[config.mk]
export PLATFORM = sky130hd
export DESIGN_NAME = quoted_argument_tokenizer_core
export DESIGN_NICKNAME = d
export VERILOG_FILES = /design/src/design/qat_pkg.sv /design/src/design/quoted_argument_tokenizer_core.sv /design/src/design/qat_front.sv /design/src/design/qat_fifo.sv /design/src/design/qat_back.sv
export SDC_FILE = /design/constraint.sdc
export NUM_CORES = 1
export LEC_CHECK = 0
export BUFFER_PORTS_ARGS = -buffer_cell sky130_fd_sc_hd__buf_2
export CORE_MARGIN = 8
export CORE_UTILIZATION = 48
export DETAILED_ROUTE_END_ITERATION = 6
export GPL_ROUTABILITY_DRIVEN = 0
export PLACE_DENSITY = 0.63
export RECOVER_POWER = 100
export SYNTH_ARGS = -nofsm -noshare
export SYNTH_HDL_FRONTEND = slang
export SYNTH_SLANG_ARGS = --single-unit
export TNS_END_PERCENT = 50
[constraint.sdc]
create_clock -name i_clk -period 7.2 [get_ports i_clk]
set_input_delay 0.72 -clock i_clk [delete_from_list [all_inputs] [get_ports i_clk]]
set_output_delay 0.72 -clock i_clk [all_outputs]
set_load 0.01 [all_outputs]
[src/design/qat_pkg.sv]
`default_nettype none

package qat_pkg;

    localparam int CHAR_W = 21;
    localparam int QAT_FIFO_DEPTH = 4;

    localparam logic [CHAR_W-1:0] CH_SPACE  = CHAR_W'(32);
    localparam logic [CHAR_W-1:0] CH_QUOTE  = CHAR_W'(34);
    localparam logic [CHAR_W-1:0] CH_APOS   = CHAR_W'(39);
    localparam logic [CHAR_W-1:0] CH_BSLASH = CHAR_W'(92);

    localparam logic [1:0] KIND_CHAR = 2'd0;
    localparam logic [1:0] KIND_END  = 2'd1;
    localparam logic [1:0] KIND_STAT = 2'd2;

    localparam logic [1:0] ST_OK        = 2'd0;
    localparam logic [1:0] ST_MISPLACED = 2'd1;
    localparam logic [1:0] ST_UNTERM    = 2'd2;

    typedef enum logic [1:0] {
        PH_NORMAL,
        PH_ESCAPE,
        PH_CLOSE
    } t_phase;

    // results caused by one character, always delivered in the order char, end, status
    typedef struct packed {
        logic              has_char;
        logic [CHAR_W-1:0] ch;
        logic              has_end;
        logic              has_stat;
        logic [1:0]        stat;
    } t_bundle;

endpackage

`default_nettype wire

[src/design/quoted_argument_tokenizer_core.sv]
// Channel   Direction  Handshake          Payload
// input     in         i_push / o_full    i_char_code, i_line_end
// result    out        o_empty / i_pop    o_event_kind, o_out_char, o_line_status,
//                                         o_last_of_run
//
// One character is accepted per cycle while the result queue has room.
// Results leave one per cycle while i_pop is held; the output port sets the
// sustained rate, so the results of one character leave one by one, one per pop.
// A character's first result goes through the queue and output register to the ports.
// Synchronous active-low reset empties the queue and returns to line start.
// A stalled result side fills the queue and then raises o_full.
`default_nettype none

module quoted_argument_tokenizer_core #(
    parameter int FIFO_DEPTH = qat_pkg::QAT_FIFO_DEPTH
) (
    input  wire logic                       i_clk,
    input  wire logic                       i_rst_n,
    input  wire logic                       i_push,
    output logic                            o_full,
    input  wire logic [qat_pkg::CHAR_W-1:0] i_char_code,
    input  wire logic                       i_line_end,
    input  wire logic                       i_pop,
    output logic                            o_empty,
    output logic [1:0]                      o_event_kind,
    output logic [qat_pkg::CHAR_W-1:0]      o_out_char,
    output logic [1:0]                      o_line_status,
    output logic                            o_last_of_run
);
    import qat_pkg::*;

    t_bundle wr_bundle, rd_bundle;
    logic    wr, rd, q_empty;

    qat_front u_front (
        .i_clk       (i_clk),
        .i_rst_n     (i_rst_n),
        .i_push      (i_push),
        .i_char_code (i_char_code),
        .i_line_end  (i_line_end),
        .i_full      (o_full),
        .o_wr        (wr),
        .o_bundle    (wr_bundle)
    );

    qat_fifo #(
        .DEPTH (FIFO_DEPTH)
    ) u_fifo (
        .i_clk   (i_clk),
        .i_rst_n (i_rst_n),
        .i_wr    (wr),
        .i_wdata (wr_bundle),
        .i_rd    (rd),
        .o_rdata (rd_bundle),
        .o_full  (o_full),
        .o_empty (q_empty)
    );

    qat_back u_back (
        .i_clk         (i_clk),
        .i_rst_n       (i_rst_n),
        .i_bundle      (rd_bundle),
        .i_q_empty     (q_empty),
        .o_q_rd        (rd),
        .i_pop         (i_pop),
        .o_empty       (o_empty),
        .o_event_kind  (o_event_kind),
        .o_out_char    (o_out_char),
        .o_line_status (o_line_status),
        .o_last_of_run (o_last_of_run)
    );

endmodule

`default_nettype wire

[src/design/qat_front.sv]
`default_nettype none

module qat_front (
    input  wire logic                      i_clk,
    input  wire logic                      i_rst_n,
    input  wire logic                      i_push,
    input  wire logic [qat_pkg::CHAR_W-1:0] i_char_code,
    input  wire logic                      i_line_end,
    input  wire logic                      i_full,
    output logic                           o_wr,
    output qat_pkg::t_bundle               o_bundle
);
    import qat_pkg::*;

    t_phase r_phase, n_phase;
    logic   r_inside, n_inside;
    logic   r_prev_sp, n_prev_sp;
    logic   r_tok_ne, n_tok_ne;
    logic   r_last_sp, n_last_sp;
    logic   r_err_skip, n_err_skip;

    logic    accept;
    logic    is_sp, is_q, is_bs, is_ap;
    logic    err;
    t_bundle b;

    assign accept = i_push && !i_full;
    assign is_sp  = (i_char_code == CH_SPACE);
    assign is_q   = (i_char_code == CH_QUOTE);
    assign is_bs  = (i_char_code == CH_BSLASH);
    assign is_ap  = (i_char_code == CH_APOS);

    always_comb begin
        n_phase    = r_phase;
        n_inside   = r_inside;
        n_prev_sp  = r_prev_sp;
        n_tok_ne   = r_tok_ne;
        n_last_sp  = r_last_sp;
        n_err_skip = r_err_skip;
        err        = 1'b0;
        b          = '0;
        b.ch       = i_char_code;

        if (r_err_skip) begin
            if (i_line_end) begin
                n_err_skip = 1'b0;
                n_phase    = PH_NORMAL;
                n_inside   = 1'b0;
                n_prev_sp  = 1'b1;
                n_tok_ne   = 1'b0;
                n_last_sp  = 1'b0;
            end
        end else begin
            unique case (r_phase)
                PH_ESCAPE: begin
                    if (is_bs || is_q || is_ap) begin
                        b.has_char = 1'b1;
                        n_tok_ne   = 1'b1;
                        n_last_sp  = 1'b0;
                    end
                    n_phase = PH_NORMAL;
                end
                PH_CLOSE: begin
                    if (!is_sp) begin
                        err = 1'b1;
                    end else begin
                        b.has_end = 1'b1;
                        n_tok_ne  = 1'b0;
                        n_last_sp = 1'b0;
                        n_phase   = PH_NORMAL;
                    end
                end
                default: begin
                    if (is_bs) begin
                        if (!i_line_end) n_phase = PH_ESCAPE;
                    end else if (is_q) begin
                        if (r_inside) begin
                            n_inside = 1'b0;
                            if (i_line_end) begin
                                b.has_end = 1'b1;
                                n_tok_ne  = 1'b0;
                                n_last_sp = 1'b0;
                            end else begin
                                n_phase = PH_CLOSE;
                            end
                        end else if (!r_prev_sp) begin
                            err = 1'b1;
                        end else begin
                            n_inside = 1'b1;
                        end
                    end else if (is_sp) begin
                        if (r_inside) begin
                            // collapse runs of spaces inside quotes
                            if (!r_last_sp) begin
                                b.has_char = 1'b1;
                                n_tok_ne   = 1'b1;
                                n_last_sp  = 1'b1;
                            end
                        end else begin
                            b.has_end = 1'b1;
                            n_tok_ne  = 1'b0;
                            n_last_sp = 1'b0;
                        end
                    end else begin
                        b.has_char = 1'b1;
                        n_tok_ne   = 1'b1;
                        n_last_sp  = 1'b0;
                    end
                end
            endcase

            if (err) begin
                b          = '0;
                b.ch       = i_char_code;
                b.has_stat = 1'b1;
                b.stat     = ST_MISPLACED;
                n_phase    = r_phase;
                n_inside   = r_inside;
                n_tok_ne   = r_tok_ne;
                n_last_sp  = r_last_sp;
                if (i_line_end) begin
                    n_phase   = PH_NORMAL;
                    n_inside  = 1'b0;
                    n_prev_sp = 1'b1;
                    n_tok_ne  = 1'b0;
                    n_last_sp = 1'b0;
                end else begin
                    n_err_skip = 1'b1;
                end
            end else begin
                n_prev_sp = is_sp;
                if (i_line_end) begin
                    b.has_stat = 1'b1;
                    b.stat     = n_inside ? ST_UNTERM : ST_OK;
                    if (n_tok_ne || n_inside) b.has_end = 1'b1;
                    n_phase   = PH_NORMAL;
                    n_inside  = 1'b0;
                    n_prev_sp = 1'b1;
                    n_tok_ne  = 1'b0;
                    n_last_sp = 1'b0;
                end
            end
        end
    end

    assign o_bundle = b;
    assign o_wr     = accept && (b.has_char || b.has_end || b.has_stat);

    always_ff @(posedge i_clk) begin
        if (!i_rst_n) begin
            r_phase    <= PH_NORMAL;
            r_inside   <= 1'b0;
            r_prev_sp  <= 1'b1;
            r_tok_ne   <= 1'b0;
            r_last_sp  <= 1'b0;
            r_err_skip <= 1'b0;
        end else if (accept) begin
            r_phase    <= n_phase;
            r_inside   <= n_inside;
            r_prev_sp  <= n_prev_sp;
            r_tok_ne   <= n_tok_ne;
            r_last_sp  <= n_last_sp;
            r_err_skip <= n_err_skip;
        end
    end

endmodule

`default_nettype wire

[src/design/qat_fifo.sv]
`default_nettype none

module qat_fifo #(
    parameter int DEPTH = qat_pkg::QAT_FIFO_DEPTH
) (
    input  wire logic             i_clk,
    input  wire logic             i_rst_n,
    input  wire logic             i_wr,
    input  qat_pkg::t_bundle      i_wdata,
    input  wire logic             i_rd,
    output qat_pkg::t_bundle      o_rdata,
    output logic                  o_full,
    output logic                  o_empty
);
    import qat_pkg::*;

    localparam int PTR_W = (DEPTH > 1) ? $clog2(DEPTH) : 1;
    localparam int CNT_W = $clog2(DEPTH + 1);

    t_bundle r_mem [DEPTH];
    logic [PTR_W-1:0] r_wptr, r_rptr;
    logic [CNT_W-1:0] r_cnt;
    logic             do_wr, do_rd;

    assign o_full  = (r_cnt == CNT_W'(DEPTH));
    assign o_empty = (r_cnt == '0);
    assign do_wr   = i_wr && !o_full;
    assign do_rd   = i_rd && !o_empty;
    assign o_rdata = r_mem[r_rptr];

    always_ff @(posedge i_clk) begin
        if (do_wr) r_mem[r_wptr] <= i_wdata;
    end

    always_ff @(posedge i_clk) begin
        if (!i_rst_n) begin
            r_wptr <= '0;
            r_rptr <= '0;
            r_cnt  <= '0;
        end else begin
            if (do_wr) r_wptr <= (r_wptr == PTR_W'(DEPTH - 1)) ? '0 : r_wptr + 1'b1;
            if (do_rd) r_rptr <= (r_rptr == PTR_W'(DEPTH - 1)) ? '0 : r_rptr + 1'b1;
            if (do_wr && !do_rd)      r_cnt <= r_cnt + 1'b1;
            else if (do_rd && !do_wr) r_cnt <= r_cnt - 1'b1;
        end
    end

endmodule

`default_nettype wire

[src/design/qat_back.sv]
`default_nettype none

module qat_back (
    input  wire logic                       i_clk,
    input  wire logic                       i_rst_n,
    input  qat_pkg::t_bundle                i_bundle,
    input  wire logic                       i_q_empty,
    output logic                            o_q_rd,
    input  wire logic                       i_pop,
    output logic                            o_empty,
    output logic [1:0]                      o_event_kind,
    output logic [qat_pkg::CHAR_W-1:0]      o_out_char,
    output logic [1:0]                      o_line_status,
    output logic                            o_last_of_run
);
    import qat_pkg::*;

    logic              r_rc, r_re, r_rs;
    logic              n_rc, n_re, n_rs;
    logic [CHAR_W-1:0] r_ch;
    logic [1:0]        r_stat;
    logic              take, load;

    assign o_empty = !(r_rc || r_re || r_rs);
    assign take    = i_pop && !o_empty;

    always_comb begin
        n_rc = r_rc;
        n_re = r_re;
        n_rs = r_rs;
        // drop the result just transferred
        if (take) begin
            priority if (r_rc) n_rc = 1'b0;
            else if (r_re)     n_re = 1'b0;
            else               n_rs = 1'b0;
        end
        load = !(n_rc || n_re || n_rs) && !i_q_empty;
        if (load) begin
            n_rc = i_bundle.has_char;
            n_re = i_bundle.has_end;
            n_rs = i_bundle.has_stat;
        end
    end

    assign o_q_rd = load;

    always_ff @(posedge i_clk) begin
        if (!i_rst_n) begin
            r_rc <= 1'b0;
            r_re <= 1'b0;
            r_rs <= 1'b0;
        end else begin
            r_rc <= n_rc;
            r_re <= n_re;
            r_rs <= n_rs;
        end
    end

    always_ff @(posedge i_clk) begin
        if (load) begin
            r_ch   <= i_bundle.ch;
            r_stat <= i_bundle.stat;
        end
    end

    assign o_event_kind  = r_rc ? KIND_CHAR : (r_re ? KIND_END : KIND_STAT);
    assign o_out_char    = r_rc ? r_ch : '0;
    assign o_line_status = (!r_rc && !r_re && r_rs) ? r_stat : ST_OK;
    assign o_last_of_run = (r_rc && !r_re && !r_rs) || (!r_rc && r_re && !r_rs)
                        || (!r_rc && !r_re && r_rs);

endmodule

`default_nettype wire

==> summary.md <==
| Metric | Value |
|---|---|
| Synthesis Warnings | 0 |
| Global routing's busiest layer | met2 |
| Crit Path Category | in -> reg |
| Layout net count | 476 |
| Flops & latches, synth | about 150 |
| Average size of a mapped cell | 16.0 um^2 |
| Crit start category | input port |
| Largest family of logic cells by synthesized area | simple AND/OR/NAND/NOR gates |
| Post-synthesis xor/xnor area fraction | 0.00569 |
| N_diodes | 0 |
| Sw Pwr | approximately 0.75 mW |
| Cell Rows | 41 |
| Vias/cell | 5.56 |
| Seq pwr share | 0.461 |
| Area Growth Syn to Fin | 16.2% |
| Routed vias | 3,482 |
| Post-synthesis compound-gate area fraction | 0.0571 |
| Status | finished with violations |
| DP HPWL | 7.55 mm |
| Async SR Flop Fraction | 0 |
| First-pass GRT wire length | 18.5 mm |
| Final Max Slew Viols | 163 |
| Post-CTS setup buffer count | 0 |
| CTS Hold Bufs | 0 |
| Multi-input gate area | 1850 um^2 |
| Total grt overflow | 0 |
| EDFF count, synth | 127 |
| Sequential cell area | 4190 um^2 |
| Synth Area in Adders | 0.0211 |
| Initial core utilization | 0.490 |
| Most frequent cells in the layout | 127 x edfxtp_1, 40 x clkbuf_1, 26 x mux4_2, 21 x and2_0 |
| Die area | 16,700 um^2 |
| Final Hold Viols | 0 |
| Clock group share of total power | 0.332 |
| Synth area leader | edfxtp_1 |
| Critical Path RT | 7.19 ns |
| Die Ht | between 100 and 150 um |
| Skew final | 0.00500 ns |
| Met3 GRT Util | 0.0407 |
| Synth Flop Type | edfxtp_1 |
| Synth top area cells | edfxtp_1 62%, mux4_2 9.5%, dfxtp_1 6.2% |
| Synth cell types | 58 |
| Crit end category | register |
| Int Power | 2.04 mW |
| Routed WL | about 12 mm |
| Clock Sinks | about 150 |
| Min Tclk post-route | 4.45 ns |
| Clock-pin slew on the worst setup and hold paths | around 0.060 ns |
| DRC | 0 |
| Largest net degree at the start of global routing | 28 |
| Met2 Use GR | 0.232 |
| Sum Neg Setup Slack | 0 ns |
| Worst slew pin tran | roughly 2.2 ns |
| Root Driver | clkbuf_16 |
| Hold WC Path Type | reg -> reg |
| Power per cell area | 389 nW/um^2 |
| DRT iter0 DRCs | 230 |
| Setup ws final | 2.75 ns |
| Sequential element share of the synthesized area | 0.681 |
| Initial antenna violation count | 0 |
| Dpl ws | 3.30 ns |
| Core footprint | 12,600 um^2 |
| Vias in the first global route | 3,545 |
| Mux share of post-synthesis cell area | 0.104 |
| Hold slack | 0.484 ns |
| Total GRT Usage | 0.149 |
| CTS max path bufs | 2 |
| I/O Buffers | 53 |
| Syn Inst Count | roughly 380 |
| Top-area cell type share of the netlist area | 0.620 |
| CP max FO | 26 |
| Max cap viols | 6 |
| Layout cells sized above 1 | 0.178 |
| Fillers | 1,002 |
| Critical Path AT | ~4.4 ns |
| Cell area after synthesis | 6150 um^2 |
| Final ANT Viol Nets | 0 |
| Utilization after layout | 0.569 |
| Simple-Gate Fraction of Synth Area | 0.114 |
| Syn_nets | 419 |
| Commonest non-fill, non-tap cell in the layout | edfxtp_1 |
| CTS tree | yes |
| Maximum clock rate | 225 MHz |
| Clock Latency Late Sink | approximately 0.41 ns |
| Die X | 129 um |
| Met1 Track Usage GR | 0.188 |
| Comb power frac | 0.207 |
| CTS buffer count | 17 |
| Lkg Pwr | around 2.4 nW |
| Worst IR Drop VDD | 238 uV |
| Deepest level of the CTS H-tree | 4 |
| Tcrit/Tclk final | 0.618 |
| Pwr Total | about 2.8 mW |
| Rel. slew slack | -0.490 |
| Initial DRT Pass Iterations | 4 |
| Average wire per standard cell | 18.9 um |
| RSZ-0062 raised after global routing | false |
| IO Count | 54 |
| Final setup fails | 0 |
| Failing checks | capacitance limit, slew limit |
| Gates resized, CTS repair | 0 |
| Switch share | 0.268 |
==> cells in the mapped netlist, types with 3 or more instances <==
cell type	n
a21boi_0	4
a21oi_1	8
and2_1	30
and3_1	8
clkbuf_1	15
dfxtp_1	19
edfxtp_1	127
ha_1	8
inv_1	10
mux2i_1	3
mux4_2	26
nand2_1	18
nand2b_1	3
nand3_1	3
nand4_1	5
nor2_1	19
nor2b_1	7
nor3_1	5
nor4_2	3
o21ai_0	11
o31ai_1	3
==> power groups by stage <==
stage / logic [mW] / clock network [mW] / registers [mW]
final: 0.576 / 0.924 / 1.28
after global routing: 0.633 / 0.969 / 1.31
after CTS: 0.604 / 0.936 / 1.28
after detailed placement: 0.601 / 0 / 1.30
after global placement: 0.593 / 0 / 1.29
after floorplan: 0.461 / 0 / 1.21
==> cells by family after synthesis <==
| group | count (synthesis) |
|---|---|
| flip-flops | 146 |
| AND/OR/NAND/NOR | 116 |
| AO/OA/AOI/OAI | 50 |
| multiplexers | 31 |
| buffers and inverters | 27 |
| adder cells (fa/ha/maj) | 10 |
| XOR/XNOR | 4 |
==> worst max-delay path, cell delays in order <==
cell and delay, ns:
clkbuf_1 0.12, nor4_1 0.67, nand4_1 0.39, a21oi_1 0.29, o2bb2ai_1 0.29, o31a_1 0.28, and2_0 1.66
==> area by class of cell <==
class | instances | area share
sequential | 146 | 0.587
multi-input combinational | 211 | 0.258
clock buffer | 20 | 0.0611
timing repair buffer | 55 | 0.0324
tap | 172 | 0.0301
clock inverter | 12 | 0.0262
inverter | 10 | 0.00525
==> flip-flops by register name, summed over array words and instances, names as in the netlist, named ones only <==
name and cells:
u_front.r_inside 1, u_front.r_last_sp 1, u_back.r_rs 1, u_back.r_ch 21, u_front.r_tok_ne 1, u_fifo.r_wptr 2, u_back.r_rc 1, u_fifo.r_cnt 3
u_fifo.r_rptr 2, u_front.r_phase 2, u_back.r_stat 2, u_front.r_err_skip 1, u_fifo.r_mem 104, u_front.r_prev_sp 1, u_back.r_re 1
==> metal layers <==
layer / share of wire / up-vias
met5: 0 / -
met4: 0.018 / 0
met3: 0.054 / 15
met2: 0.47 / 96
met1: 0.46 / 1752
li1: - / 1619
==> metrics by stage <==
step | area [um^2] | std cells
3_5_place_dp | 6590 | 594
2_1_floorplan | 6150 | 384
5_1_grt | 7150 | 626
6_report | 7150 | 626
3_3_place_gp | 6590 | 594
4_1_cts | 7220 | 626
==> final timing paths <==
kind	startpoint	to	slack, ns	cells past startpoint
max	i_char_code[12]	u_fifo.r_mem[1][19]	2.75	7
min	u_front.r_last_sp	u_front.r_last_sp	0.48	2
max reg2reg	u_back.r_rc	u_fifo.r_cnt[2]	2.96	12
min reg2reg	u_front.r_last_sp	u_front.r_last_sp	0.48	2
(Power assumes the default switching activity.)
